**src/hw/rtl/pcfp_pkg.sv**
```systemverilog
// ----------------------------------------------------------------------------
// pcfp_pkg
// Shared constants for the print command frame parser: field widths, frame
// flag, input item kinds, result kinds, configuration reset values and indexes.
// ----------------------------------------------------------------------------
package pcfp_pkg;

    // Field widths
    localparam int BYTE_W  = 8;
    localparam int WORD_W  = 16;
    localparam int KIND_W  = 2;
    localparam int CFG_IDX_W = 1;

    // Frame start marker
    localparam logic [BYTE_W-1:0] FRAME_FLAG = 8'h1F;

    // Configuration reset values
    localparam logic [WORD_W-1:0] TIMEOUT_RESET = 16'd500;
    localparam logic [WORD_W-1:0] MAX_PAYLOAD_RESET = 16'd104;

    // Configuration register indexes
    localparam logic [CFG_IDX_W-1:0] CFG_TIMEOUT     = 1'b0;
    localparam logic [CFG_IDX_W-1:0] CFG_MAX_PAYLOAD = 1'b1;

    // Input item kinds
    localparam logic REQ_BYTE = 1'b0;
    localparam logic REQ_TICK = 1'b1;

    // Result kinds
    localparam logic [KIND_W-1:0] KIND_DATA  = 2'd0;
    localparam logic [KIND_W-1:0] KIND_LAST  = 2'd1;
    localparam logic [KIND_W-1:0] KIND_EMPTY = 2'd2;
    localparam logic [KIND_W-1:0] KIND_ABORT = 2'd3;

endpackage

```
**src/hw/rtl/print_command_frame_parser.sv**
```systemverilog
// ----------------------------------------------------------------------------
// print_command_frame_parser
// Parses a byte stream of length-prefixed command frames, streams payload
// bytes out with their index and reports idle-timeout aborts.
// ----------------------------------------------------------------------------
//
//  Channel  | Signals                                        | Direction
//  ---------+------------------------------------------------+----------
//  in       | in_valid, in_ready, req_type, rx_byte          | sink
//  out      | out_valid, out_ready, result_kind, command,    | source
//           | parameter_res, payload_length, payload_byte,   |
//           | payload_index, frame_done                      |
//  cfg      | cfg_valid, cfg_ready, cfg_index, cfg_data      | sink
//
//  Each item is captured in an input register and then parsed into the
//  parser state and the result register; one item per cycle is sustained
//  while the result register is empty or being taken.
//  The input stage only holds when the result register is full and not being
//  taken; a new item is accepted while the previous one is parsed.
//  Reset restores flag hunting, clears the held header and counters and loads
//  the configuration reset values. cfg writes are always accepted.
//
module print_command_frame_parser
    import pcfp_pkg::*;
(
    input  logic                  clk,
    input  logic                  rst_n,

    input  logic                  in_valid,
    output logic                  in_ready,
    input  logic                  req_type,
    input  logic [BYTE_W-1:0]     rx_byte,

    output logic                  out_valid,
    input  logic                  out_ready,
    output logic [KIND_W-1:0]     result_kind,
    output logic [BYTE_W-1:0]     command,
    output logic [WORD_W-1:0]     parameter_res,
    output logic [WORD_W-1:0]     payload_length,
    output logic [BYTE_W-1:0]     payload_byte,
    output logic [WORD_W-1:0]     payload_index,
    output logic                  frame_done,

    input  logic                  cfg_valid,
    output logic                  cfg_ready,
    input  logic [CFG_IDX_W-1:0]  cfg_index,
    input  logic [WORD_W-1:0]     cfg_data
);

    typedef enum logic [2:0] {
        PH_FLAG,
        PH_CMD,
        PH_PAR_L,
        PH_PAR_H,
        PH_LEN_L,
        PH_LEN_H,
        PH_DATA
    } phase_t;

    // Configuration registers
    logic [WORD_W-1:0] timeout_reg;
    logic [WORD_W-1:0] max_payload_reg;

    // Input stage
    logic              in_valid_reg;
    logic              req_type_reg;
    logic [BYTE_W-1:0] rx_byte_reg;

    // Parser state
    phase_t            phase_reg, phase_next;
    logic [BYTE_W-1:0] held_cmd_reg, held_cmd_next;
    logic [WORD_W-1:0] held_par_reg, held_par_next;
    logic [WORD_W-1:0] held_len_reg, held_len_next;
    logic [WORD_W-1:0] rcvd_reg, rcvd_next;
    logic [WORD_W-1:0] idle_reg, idle_next;

    // Result register
    logic              out_valid_reg;
    logic [KIND_W-1:0] kind_reg, kind_next;
    logic [BYTE_W-1:0] res_cmd_reg;
    logic [WORD_W-1:0] res_par_reg;
    logic [WORD_W-1:0] res_len_reg;
    logic [BYTE_W-1:0] data_reg, data_next;
    logic [WORD_W-1:0] index_reg, index_next;
    logic              done_reg, done_next;
    logic              emit;

    // Stage handshake
    logic              advance;
    logic [WORD_W-1:0] idle_inc;
    logic [WORD_W:0]   idx_plus1;

    assign advance   = !out_valid_reg || out_ready;
    assign in_ready  = !in_valid_reg || advance;
    assign cfg_ready = 1'b1;

    // Configuration writes
    always_ff @(posedge clk or negedge rst_n)
    begin
        if (!rst_n)
        begin
            timeout_reg     <= TIMEOUT_RESET;
            max_payload_reg <= MAX_PAYLOAD_RESET;
        end
        else if (cfg_valid && cfg_ready)
        begin
            unique case (cfg_index)
                CFG_TIMEOUT:     timeout_reg     <= cfg_data;
                CFG_MAX_PAYLOAD: max_payload_reg <= cfg_data;
                default: ;
            endcase
        end
    end

    // Input register
    always_ff @(posedge clk or negedge rst_n)
    begin
        if (!rst_n)
        begin
            in_valid_reg <= 1'b0;
            req_type_reg <= REQ_BYTE;
            rx_byte_reg  <= '0;
        end
        else if (in_ready)
        begin
            in_valid_reg <= in_valid;
            if (in_valid)
            begin
                req_type_reg <= req_type;
                rx_byte_reg  <= rx_byte;
            end
        end
    end

    // Parse one item
    assign idle_inc  = (idle_reg == {WORD_W{1'b1}}) ? idle_reg : idle_reg + WORD_W'(1);
    assign idx_plus1 = {1'b0, rcvd_reg} + (WORD_W+1)'(1);

    always_comb
    begin
        phase_next    = phase_reg;
        held_cmd_next = held_cmd_reg;
        held_par_next = held_par_reg;
        held_len_next = held_len_reg;
        rcvd_next     = rcvd_reg;
        idle_next     = idle_reg;
        emit          = 1'b0;
        kind_next     = KIND_DATA;
        data_next     = '0;
        index_next    = '0;
        done_next     = 1'b0;

        if (req_type_reg == REQ_TICK)
        begin
            // Idle counting only inside a frame
            if (phase_reg == PH_FLAG)
            begin
                idle_next = '0;
            end
            else
            begin
                idle_next = idle_inc;
                if (idle_inc >= timeout_reg)
                begin
                    phase_next = PH_FLAG;
                    idle_next  = '0;
                    emit       = 1'b1;
                    kind_next  = KIND_ABORT;
                    index_next = rcvd_reg;
                end
            end
        end
        else
        begin
            idle_next = '0;
            unique case (phase_reg)
                PH_FLAG:
                begin
                    if (rx_byte_reg == FRAME_FLAG)
                        phase_next = PH_CMD;
                end
                PH_CMD:
                begin
                    held_cmd_next = rx_byte_reg;
                    phase_next    = PH_PAR_L;
                end
                PH_PAR_L:
                begin
                    held_par_next = {{(WORD_W-BYTE_W){1'b0}}, rx_byte_reg};
                    phase_next    = PH_PAR_H;
                end
                PH_PAR_H:
                begin
                    held_par_next = {rx_byte_reg, held_par_reg[BYTE_W-1:0]};
                    phase_next    = PH_LEN_L;
                end
                PH_LEN_L:
                begin
                    held_len_next = {{(WORD_W-BYTE_W){1'b0}}, rx_byte_reg};
                    phase_next    = PH_LEN_H;
                end
                PH_LEN_H:
                begin
                    held_len_next = {rx_byte_reg, held_len_reg[BYTE_W-1:0]};
                    rcvd_next     = '0;
                    if (held_len_next == '0)
                    begin
                        // Frame without payload completes here
                        phase_next = PH_FLAG;
                        emit       = 1'b1;
                        kind_next  = KIND_EMPTY;
                        done_next  = 1'b1;
                    end
                    else if (held_len_next > max_payload_reg)
                        phase_next = PH_FLAG;
                    else
                        phase_next = PH_DATA;
                end
                PH_DATA:
                begin
                    rcvd_next  = idx_plus1[WORD_W-1:0];
                    emit       = 1'b1;
                    data_next  = rx_byte_reg;
                    index_next = rcvd_reg;
                    if (idx_plus1 >= {1'b0, held_len_reg})
                    begin
                        phase_next = PH_FLAG;
                        kind_next  = KIND_LAST;
                        done_next  = 1'b1;
                    end
                end
                default:
                begin
                    // Unused code: same as flag hunting
                    phase_next = (rx_byte_reg == FRAME_FLAG) ? PH_CMD : PH_FLAG;
                end
            endcase
        end
    end

    // Parser state and result register
    always_ff @(posedge clk or negedge rst_n)
    begin
        if (!rst_n)
        begin
            phase_reg     <= PH_FLAG;
            held_cmd_reg  <= '0;
            held_par_reg  <= '0;
            held_len_reg  <= '0;
            rcvd_reg      <= '0;
            idle_reg      <= '0;
            out_valid_reg <= 1'b0;
            kind_reg      <= KIND_DATA;
            res_cmd_reg   <= '0;
            res_par_reg   <= '0;
            res_len_reg   <= '0;
            data_reg      <= '0;
            index_reg     <= '0;
            done_reg      <= 1'b0;
        end
        else if (advance)
        begin
            out_valid_reg <= in_valid_reg && emit;
            if (in_valid_reg)
            begin
                phase_reg    <= phase_next;
                held_cmd_reg <= held_cmd_next;
                held_par_reg <= held_par_next;
                held_len_reg <= held_len_next;
                rcvd_reg     <= rcvd_next;
                idle_reg     <= idle_next;
                if (emit)
                begin
                    kind_reg    <= kind_next;
                    res_cmd_reg <= held_cmd_next;
                    res_par_reg <= held_par_next;
                    res_len_reg <= held_len_next;
                    data_reg    <= data_next;
                    index_reg   <= index_next;
                    done_reg    <= done_next;
                end
            end
        end
    end

    assign out_valid      = out_valid_reg;
    assign result_kind    = kind_reg;
    assign command        = res_cmd_reg;
    assign parameter_res  = res_par_reg;
    assign payload_length = res_len_reg;
    assign payload_byte   = data_reg;
    assign payload_index  = index_reg;
    assign frame_done     = done_reg;

`ifndef SYNTHESIS
    // Done flag marks exactly the completing kinds
    assert property (@(posedge clk) disable iff (!rst_n)
        out_valid |-> (frame_done == ((result_kind == KIND_LAST) || (result_kind == KIND_EMPTY))))
        else $error("frame_done does not match result kind");

    // Payload count never reaches the declared length while in payload phase
    assert property (@(posedge clk) disable iff (!rst_n)
        (phase_reg == PH_DATA) |-> (rcvd_reg < held_len_reg))
        else $error("payload count overran declared length");

    // No idle counting while hunting for the flag
    assert property (@(posedge clk) disable iff (!rst_n)
        (phase_reg == PH_FLAG) |-> (idle_reg == '0))
        else $error("idle counter nonzero while hunting flag");

    // A completing or aborting result leaves the parser hunting for a flag
    assert property (@(posedge clk) disable iff (!rst_n)
        (advance && in_valid_reg && emit && (kind_next != KIND_DATA))
        |=> (phase_reg == PH_FLAG))
        else $error("parser not back to flag hunting after frame end");
`endif

endmodule
```
**config.mk**
```make
export PLATFORM = sky130hd
export DESIGN_NAME = print_command_frame_parser
export DESIGN_NICKNAME = d
export VERILOG_FILES = /design/src/hw/rtl/pcfp_pkg.sv /design/src/hw/rtl/print_command_frame_parser.sv
export SDC_FILE = /design/constraint.sdc
export NUM_CORES = 1
export LEC_CHECK = 0
export BUFFER_PORTS_ARGS = -buffer_cell sky130_fd_sc_hd__buf_2
export CAP_MARGIN = 20
export CORE_AREA = 2 2 188 134
export CTS_BUF_LIST = sky130_fd_sc_hd__clkbuf_2 sky130_fd_sc_hd__clkbuf_4 sky130_fd_sc_hd__clkbuf_8
export CTS_CLUSTER_SIZE = 28
export DETAILED_ROUTE_END_ITERATION = 12
export DIE_AREA = 0 0 190 136
export MAX_ROUTING_LAYER = met4
export PLACE_DENSITY = 0.65
export SETUP_SLACK_MARGIN = 0.2
export SLEW_MARGIN = 10
export SYNTH_ARGS = -nofsm -noshare
export SYNTH_HDL_FRONTEND = slang
export SYNTH_SLANG_ARGS = --single-unit
```
**constraint.sdc**
```tcl
create_clock -name clk -period 10.8 [get_ports clk]
set_input_delay 2.7 -clock clk [delete_from_list [all_inputs] [get_ports clk]]
set_output_delay 2.7 -clock clk [all_outputs]
set_load 0.01 [all_outputs]
```
**After elaboration in Yosys (flattened, before gate mapping)**

Cells that the tools add are included.

- Register bits after elaboration: 185
- Bits of input ports: 31
- Output and inout port bits: 70

- Add/subtract/negate cells: 2
- $lt $le $gt $ge: 3
- Eq/ne operators: 12
- Muxes and demuxes: 40
- Bitwise gates (word level): 2
- Reductions and logical operators: 15

Operators with widths:

| kind | number |
|---|---|
| 2-to-1 mux 16 bit | 10 |
| one-hot mux 16 bit (2 select lines) | 3 |
| 2-to-1 mux 8 bit | 4 |
| 2-to-1 mux 3 bit | 7 |
| one-hot mux 3 bit (7 select lines) | 1 |
| adder 16 x 1 -> 17 bit, second input constant | 1 |
| >= comparator 17 x 16 -> 1 bit | 1 |
| adder 16 x 1 -> 16 bit, second input constant | 1 |
| equality test 16 bit, second input constant | 1 |
| >= comparator 16 bit | 1 |
| > comparator 16 bit | 1 |
| logical NOT 16 bit | 1 |
| equality test 3 bit, second input constant | 3 |
| equality test 8 x 5 -> 1 bit, second input constant | 1 |
| 2-to-1 mux 1 bit | 8 |
| 2-to-1 mux 2 bit | 4 |
| AND reduction 2 bit | 4 |
| equality test 3 x 2 -> 1 bit, second input constant | 2 |
| AND reduction 6 bit | 1 |
| != test 2 x 1 -> 1 bit, second input constant | 2 |
| one-hot mux 1 bit (2 select lines) | 2 |
| one-hot mux 2 bit (2 select lines) | 1 |
| AND reduction 4 bit | 1 |
| equality test 3 x 1 -> 1 bit, second input constant | 1 |
| other kinds (9) | 12 |

**Depth between registers and ports, before layout**

Gate-level depths: netlist of run 1.

- Depth in word-level cells: 7
- Depth in mapped cells: 18
- Depth with buffers taken out: 14

**Worst setup path after synthesis of run 1**

Ideal clock, no wire load.

- Path type: in2out
- From: input out_ready
- To: output in_ready
- Arrival: 2,914 ps
- Data required time: 8,100 ps
- Path slack: 5,186 ps
- Stages: 1
- Path through: nand3b_1

- Word-level cells in the longest chain between the ends: 2

Ends and longest elaborated chain:

| element | line | text |
|---|---|---|
| start, declared | print_command_frame_parser.sv:35 | `input logic out_ready,` |
| logical OR 1 bit | print_command_frame_parser.sv:93 | `assign advance = !out_valid_reg \|\| out_ready;` |
| logical OR 1 bit | print_command_frame_parser.sv:94 | `assign in_ready = !in_valid_reg \|\| advance;` |
| end, declared | print_command_frame_parser.sv:30 | `output logic in_ready,` |

No other way between the ends.

**Worst setup path after layout of run 1**

Ends and elaborated chain as after synthesis.

==> metrics.txt, run 1 <==
Yosys top cell area share=0.453; wirelength, routed=23.1 mm; EDFF count, synth=0; Worst R2R Path Depth=14; post-synthesis cell count=902; worst slack, placed=4.96 ns; CTS root buffer=clkbuf_8; DRC=0; run status=complete, no violations; CP max FO=3; crit-path cells=buf_2 -> nand3b_1 -> buf_2; Mapped Avg Cell Area=10.8 um^2; RSZ-0062 raised after global routing=no; final setup margin=4.96 ns; DR pass1 iterations=5; Hold Buf Count CTS=0; Iter 0 DRT Violations=437; max incr delay on CP=0.18 ns; Crit path arrival time=3.14 ns; CP max-delay cell=nand3b_1; Final ANT Viol Nets=0; Async SR Flop Fraction=1.00; Starting Density=0.402; fin crit share=0.541; critical path startpoint category=primary input; CTS Buf Count=17; # nets final=1062; Synth area leader=dfrtp_1; via/cell ratio=5.19; final hold violation count=0; Ys Warns=0; Most used DFF post-synth=dfrtp_1; fmax=171 MHz; Hold Crit Class=flop to flop; CTS max path bufs=2; Peak supply drop=105 uV; max-slew violation total from the final report=0; Die W=190 um; Overall Power=2.20 mW; total grt overflow=0; post-detailed-placement half-perimeter wirelength=16.4 mm; Distinct cells, synth=57; CTS sink count=185; Worst setup EP type=output pin; PD cells=202 nW/um^2; met2 wire length=9.18 mm; largest net degree at the start of global routing=72; WL per Instance=17.5 um; Fin Hold WS=0.479 ns; Mapped Nets=983; hold endpoint=result_kind[1]; Total Die Area=25800 um^2; io pins=101; Die Ht=136 um; CTS tree=done; most frequent CP cell=buf_2; first-pass GRT wire length=37.4 mm; measured slew at the worst slew-check pin=0.984 ns; # setup viols final=0; All-Layer GR Usage=0.193; critical path buffer and inverter count=2; synthesis-to-layout area growth=12.1%; Routability Congestion=0.813; Clock transition at path regs=0.09 ns; vias in the first global route=6564; M1 wire length=12.6 mm; Crit Reg-Reg Endpoint=parameter_res[10]; Post-CTS Resized=0; Worst EP required=8.10 ns; skew final=0.0281 ns; num rows=48; Max-slew headroom=0.344; sequential area share after synthesis=0.477; Clk Latency, worst-skew pair=0.50 ns; postcts setup bufs=0; Crit Path Class=primary input to output pin; LEAKAGE=5.32 nW; I/O Buffers=99; CTS HTree Levels=4; fin cells=1320; CP top delay family=buffers and inverters; Max Used Layer=met4; hold depth=2; met3 routed WL=1.09 mm; setup slack, reg-to-reg=6.22 ns; synthesis-stage register bit count=185; via count=6850; Area contributors post-synth=dfrtp_1, mux2_2, ha_1; layout cells sized above 1=0.266; Hold Path Origin=result_kind[1]; setup TNS=0 ns; final worst path period need=5.84 ns; reg-to-reg startpoint=idle_reg[0]; dpl cells=1287; max_cap viols=0; core footprint=24200 um^2; initial antenna violation count=1; cell area after synthesis=9730 um^2
==> tightest hold or removal path: cells and delay by family (launching register included) <==
kind / cells / cell delay (ns)
DFF: 1 / 0.36
and+or+nand+nor: 2 / 0.10
==> power by group <==
group	leakage [nW]	switching (mW)	internal, mW	total [mW]
Clock	0.201	0.273	0.217	0.491
Combinational	2.71	0.352	0.345	0.697
Sequential	2.41	0.148	0.863	1.01
==> Yosys cell counts (all sizes together) (5+ instances only) <==
master,number
nand3,21
nor3,9
ha,50
dfstp,9
clkbuf,36
a21o,7
o21ai,83
a211oi,6
xor2,11
a21oi,27
nor2b,6
and3,16
nand2,102
o21a,7
buf,11
a22o,39
mux2i,5
o31ai,10
nor2,34
inv,52
nand2b,12
mux2,107
dfrtp,176
xnor2,12
nand4,12
and4,5
==> area by class of cell <==
cell class                 instances  area [um^2]
multi-input combinational        618         4680
antenna                            1         2.50
sequential                       185         4640
timing repair buffer             107          562
fill                            2242        13300
tap                              325          407
inverter                          52          195
clock buffer                      18          248
clock inverter                    14          164
==> cells by family (layout without fill, tap and decap cells) <==
kind of cell | count (synthesis) | count (layout) | share of synthesized area
AOI/OAI and AO/OA | 197 | 197 | 0.134
xor gates and xnor gates | 23 | 23 | 0.0207
adders and majority gates | 50 | 50 | 0.0643
buffers and inverters | 99 | 191 | 0.0424
DFF | 185 | 185 | 0.477
muxes | 112 | 112 | 0.144
other | 1 | 2 | 0.000386
and+or+nand+nor | 235 | 235 | 0.116
==> cells in the final DEF (no fill, tap or decap), drive strengths merged, types with 3 or more instances in the layout <==
master,netlist,layout
inv,52,57
clkinv,0,4
mux2,107,107
nor4,3,3
clkbuf,36,18
ha,50,50
o21ai,83,83
nor3,9,9
nand2,102,102
nor2,34,34
and2,4,4
nor2b,6,6
nand3,21,21
a22o,39,39
o31ai,10,10
a21oi,27,27
dfstp,9,9
o21a,7,7
and4,5,5
dfrtp,176,176
or3,4,4
a211oi,6,6
a21o,7,7
xnor2,12,12
nand2b,12,12
and3,16,16
mux2i,5,5
buf,11,107
nand3b,3,3
clkinvlp,0,3
nand4,12,12
xor2,11,11
==> worst max path at each step <==
stage,startpoint,end,slack (ns),cells after the start
final,out_ready,in_ready,4.96,3
after global placement,out_ready,in_ready,4.97,3
after CTS,out_ready,in_ready,4.96,3
after detailed placement,out_ready,in_ready,4.96,3
after global routing,out_ready,in_ready,4.92,3
after floorplan,out_ready,in_ready,5.19,1
==> layer usage <==
layer  up-vias  track usage
met3        17       0.0398
met1      3321        0.299
met4         0       0.0396
met5         -            -
li1       3355            -
met2       157        0.256
==> stage by stage <==
stage,cell area [um^2],util
6_report,10900,0.450
5_1_grt,10900,0.450
4_1_cts,10900,0.450
3_5_place_dp,10500,0.433
3_3_place_gp,10500,0.433
2_1_floorplan,9730,-
Power figures use the tool's default switching activity.
==> run 2: changes to the inputs <==
==> constraint.sdc (replaced) <==
create_clock -name clk -period 5.6 [get_ports clk]
set_input_delay 1.4 -clock clk [delete_from_list [all_inputs] [get_ports clk]]
set_output_delay 1.4 -clock clk [all_outputs]
set_load 0.01 [all_outputs]
==> run 2 against run 1 <==
Net effect:
- non-clock buffer count down 2
- die area unchanged
- setup slack worse by 3.8 ns
- clock power up 110%
- critical path depth up 11
- critical endpoint is now parameter_res[10]
- highest routed layer unchanged
==> metrics.txt, run 2 (same netlist as run 1, synthesis figures left out) <==
largest net degree at the start of global routing=111; Clock transition at path regs=0.11 ns; run status=complete, no violations; Hold Crit Class=flop to flop; most frequent CP cell=nand4_1; Crit Path Class=flop to flop; Crit Reg-Reg Endpoint=parameter_res[10]; reg-to-reg startpoint=idle_reg[6]; P_sw=1.50 mW; post-detailed-placement half-perimeter wirelength=16.1 mm; initial antenna violation count=1; critical path startpoint category=flop; CP max-delay cell=o31a_4; Final ANT Viol Nets=0; measured slew at the worst slew-check pin=0.995 ns; most frequent cells in the layout=dfrtp_1, nand2_1, buf_2; Worst R2R Path Depth=14; CTS sink count=185; Iter 0 DRT Violations=496; vias in the first global route=6739; hold depth=2; Total Die Area=25800 um^2; Max-slew headroom=0.336; via count=6910; Starting Density=0.402; Cell Area, Placed=10500 um^2; Peak supply drop=212 uV; Final Util=0.453; fin crit share=0.786; num rows=48; Hold Buf Count CTS=0; synthesis-to-layout area growth=12.8%; via/cell ratio=5.24; setup slack, reg-to-reg=1.20 ns; max-slew violation total from the final report=0; Worst setup EP type=flop; final worst path period need=4.40 ns; # setup viols final=0; All-Layer GR Usage=0.195; final hold violation count=0; Post-CTS Resized=0; setup TNS=0 ns; DR pass1 iterations=5; Logic pwr share=0.307; CTS max path bufs=2; LEAKAGE=5.35 nW; layout cells sized above 1=0.264; Crit path arrival time=4.76 ns; Die Ht=136 um; dpl cells=1284; wirelength, routed=23.3 mm; cell-internal power=2.85 mW; Clk pwr share=0.241; io pins=101; max_cap viols=0; WL per Instance=17.6 um; CP max FO=40; Hold Path Origin=result_kind[1]; sw frac=0.345; fin cells=1318; first-pass GRT wire length=37.6 mm; fmax=227 MHz; DRC=0; postcts setup bufs=0; Routability Congestion=0.894; cell area after layout=11000 um^2; Overall Power=4.36 mW; skew final=0.0233 ns; Die W=190 um; core footprint=24200 um^2; CTS Buf Count=17; Clk Latency, worst-skew pair=0.48 ns; CTS tree=done; Sequential Power Share=0.451; hold endpoint=result_kind[1]; max incr delay on CP=0.68 ns; crit-path cells=and4_1 -> nand3b_1 -> or2_1 -> and2_1 -> nand4_1 -> xnor2_1 -> ha_1 -> nand4_1 -> nor2_1 -> o2111ai_1 -> o21ai_2 -> nor2b_4 -> o31a_4 -> mux2_4; RSZ-0062 raised after global routing=no; total grt overflow=0; CTS HTree Levels=4; I/O Buffers=99; PD cells=397 nW/um^2; # nets final=1060; Worst EP required=5.95 ns; CTS root buffer=clkbuf_8; leading cell type in the layout, fill and taps excluded=dfrtp_1
==> run 2: cell types whose count changed in the layout (fill, tap and decap cells not counted) <==
cell        previous run  this run
buf_4                  8         4
clkinv_2               2         0
clkinvlp_4             3         2
bufinv_16              2         4
inv_8                  1         2
clkinv_8               1         0
buf_16                 0         1
clkbuf_8              18        19
buf_12                 0         1
==> run 2: power by group through the flow <==
stage,logic [mW],clock network (mW),registers (mW)
2_1_floorplan,0.935,0,1.91
3_3_place_gp,1.31,0,1.98
3_5_place_dp,1.34,0,1.98
4_1_cts,1.35,1.08,1.96
5_1_grt,1.51,1.13,2.02
6_report,1.34,1.05,1.97
==> run 2: worst max path at each step <==
| stage | start | end | slack, ns |
|---|---|---|---|
| finish | idle_reg[6] | parameter_res[10] | 1.20 |
| global placement | idle_reg[0] | parameter_res[2] | 1.38 |
| CTS | idle_reg[6] | parameter_res[10] | 1.21 |
| global route | idle_reg[6] | payload_index[10] | 0.86 |
| floorplan | idle_reg[6] | command[0] | 1.79 |
| detailed placement | idle_reg[6] | command[6] | 1.25 |
==> run 2: per-stage QoR <==
| step | setup slack (ns) | hold slack [ns] |
|---|---|---|
| 6_report | 1.20 | 0.487 |
| 5_1_grt | 0.864 | 0.512 |
| 4_1_cts | 1.21 | 0.486 |
| 3_5_place_dp | 1.25 | 0.465 |
| 3_3_place_gp | 1.38 | 0.451 |
| 2_1_floorplan | 1.79 | 0.450 |
==> run 2: final cells by class <==
class / count / area, um^2
tap: 325 / 407
antenna: 1 / 2.50
clock buffer: 19 / 262
sequential: 185 / 4640
inverter: 52 / 195
timing repair buffer: 105 / 579
clock inverter: 13 / 201
multi-input combinational: 618 / 4680
fill: 2287 / 13200
==> run 2: worst max-delay path, delay by kind of cell (launching register included) <==
| family | cells | cell delay [ns] |
|---|---|---|
| AND/OR/NAND/NOR | 8 | 1.70 |
| flip-flops | 1 | 0.48 |
| XOR/XNOR | 1 | 0.18 |
| AO/OA/AOI/OAI | 3 | 1.20 |
| adder cells (fa/ha/maj) | 1 | 0.30 |
| multiplexers | 1 | 0.36 |
==> run 2: per-layer routing <==
layer  track usage  vias to the layer above  part of all wire
met4        0.0500                        0             0.011
met2         0.259                      191              0.41
met5             -                        -                 0
met3        0.0403                       15             0.056
li1              -                     3365                 -
met1         0.298                     3339              0.53
==> run 3: changes to the inputs <==
==> constraint.sdc (replaced) <==
create_clock -name clk -period 4.27 [get_ports clk]
set_input_delay 1.0675 -clock clk [delete_from_list [all_inputs] [get_ports clk]]
set_output_delay 1.0675 -clock clk [all_outputs]
set_load 0.01 [all_outputs]
==> run 3 against run 2 <==
Net effect:
- via count is 0.39% lower
- largest power group unchanged
- power is 28% higher
- combinational power rose by 37%
- largest cell class unchanged
- die area unchanged
==> metrics.txt, run 3 (same netlist as run 1, synthesis figures left out) <==
layout cells sized above 1=0.276; Iter 0 DRT Violations=548; skew final=0.0227 ns; # setup viols final=0; DRC=0; Hold Crit Class=flop to flop; final hold violation count=0; initial antenna violation count=1; CTS Buf Count=17; RSZ-0062 raised after global routing=no; max-slew violation total from the final report=0; Logic pwr share=0.328; io pins=101; # nets final=1074; DR pass1 iterations=6; Die W=190 um; cell area after layout=11000 um^2; Die Ht=136 um; fmax=260 MHz; cell-internal power=3.53 mW; final worst path period need=3.84 ns; measured slew at the worst slew-check pin=0.945 ns; WL per Instance=17.7 um; Starting Density=0.402; Worst setup EP type=flop; first-pass GRT wire length=38.1 mm; CTS tree=done; PD cells=504 nW/um^2; CTS root buffer=clkbuf_8; Crit Path Class=flop to flop; largest net degree at the start of global routing=98; setup TNS=0 ns; Storage cell area=4640 um^2; postcts setup bufs=0; core footprint=24200 um^2; CTS sink count=185; Peak supply drop=303 uV; Worst EP required=4.64 ns; fill count=2245; wirelength, routed=23.6 mm; Cell Area, Placed=10600 um^2; CTS HTree Levels=4; critical path startpoint category=flop; max_cap viols=0; All-Layer GR Usage=0.198; sw frac=0.365; Routability Congestion=0.807; Hold Buf Count CTS=0; Total Die Area=25800 um^2; Final ANT Viol Nets=0; vias in the first global route=6832; Post-CTS Resized=0; via count=6883; fin crit share=0.900; Multi-input gate area=4680 um^2; Max-slew headroom=0.370; Sequential Power Share=0.457; total grt overflow=0; Crit path arrival time=4.21 ns; Clk Latency, worst-skew pair=0.49 ns; post-detailed-placement half-perimeter wirelength=16.7 mm; run status=complete, no violations; P_sw=2.03 mW; Clk pwr share=0.214; num rows=48; leading cell type in the layout, fill and taps excluded=dfrtp_1; via/cell ratio=5.17; CP max FO=19; most frequent cells in the layout=dfrtp_1, nand2_1, buf_2; CTS max path bufs=2; LEAKAGE=5.39 nW; I/O Buffers=99; synthesis-to-layout area growth=13.4%; Clock transition at path regs=0.11 ns
[run 3: cell count changes in the layout (fill, tap and decap cells not counted), sizes merged]
cell      delta
clkinvlp     -1
clkinv       +4
buf         +14
bufinv       -4
clkbuf       -1
inv          +2
[run 3: layer usage]
metal / global-route usage / vias to the layer above / wire (um)
met5: - / - / 0
met4: 0.0461 / 0 / 167
met3: 0.0410 / 12 / 1160
met2: 0.266 / 149 / 9430
met1: 0.300 / 3315 / 12800
li1: - / 3407 / -
[run 3: cell type report]
cell class,count,share of cell area
Clock inverter,14,0.0137
Inverter,52,0.0177
Tap cell,325,0.0369
Multi-Input combinational cell,618,0.424
Timing Repair Buffer,119,0.0636
Clock buffer,18,0.0225
Sequential cell,185,0.421
Antenna cell,1,0.000227
[run 3: worst paths after layout]
kind | start | end | slack [ns] | cells after the start
worst max register to register | idle_reg[0] | parameter_res[5] | 0.43 | 15
max in group asynchronous | rst_n | idle_reg[4] | 2.77 | 2
min in group asynchronous | rst_n | timeout_reg[14] | 0.69 | 1
worst min-delay path | held_par_reg[8] | held_par_reg[8] | 0.49 | 2
worst min register to register | held_par_reg[8] | held_par_reg[8] | 0.49 | 2
worst max-delay path | idle_reg[0] | parameter_res[5] | 0.43 | 15
[run 3: worst max-delay path: stages (launching register included)]
cell	delay (ns)
dfrtp_1	0.46
ha_1	0.26
nand2_1	0.10
or2_1	0.24
and2_1	0.18
nand3_1	0.15
xnor2_1	0.14
ha_1	0.28
a21oi_1	0.15
o21ai_1	0.11
a2111oi_4	0.42
o21ai_2	0.12
nor2b_4	0.17
o31a_4	0.42
buf_12	0.20
mux2_4	0.31
[run 3: power groups by stage]
stage | Combinational [mW] | Sequential, mW | Clock (mW)
finish | 1.83 | 2.54 | 1.19
global placement | 1.78 | 2.57 | 0
CTS | 1.84 | 2.54 | 1.22
floorplan | 1.23 | 2.51 | 0
global route | 2.06 | 2.60 | 1.30
detailed placement | 1.83 | 2.57 | 0
[run 3: stage by stage]
step	hold slack [ns]	utilization	setup WS [ns]	instances	total power, mW
after floorplan	0.450	-	0.456	902	3.74
after detailed placement	0.471	0.439	0.417	1299	4.40
after global routing	0.514	0.456	0.208	1332	5.96
final	0.494	0.456	0.425	1332	5.56
after global placement	0.451	0.439	0.456	1299	4.34
after CTS	0.495	0.456	0.386	1331	5.60
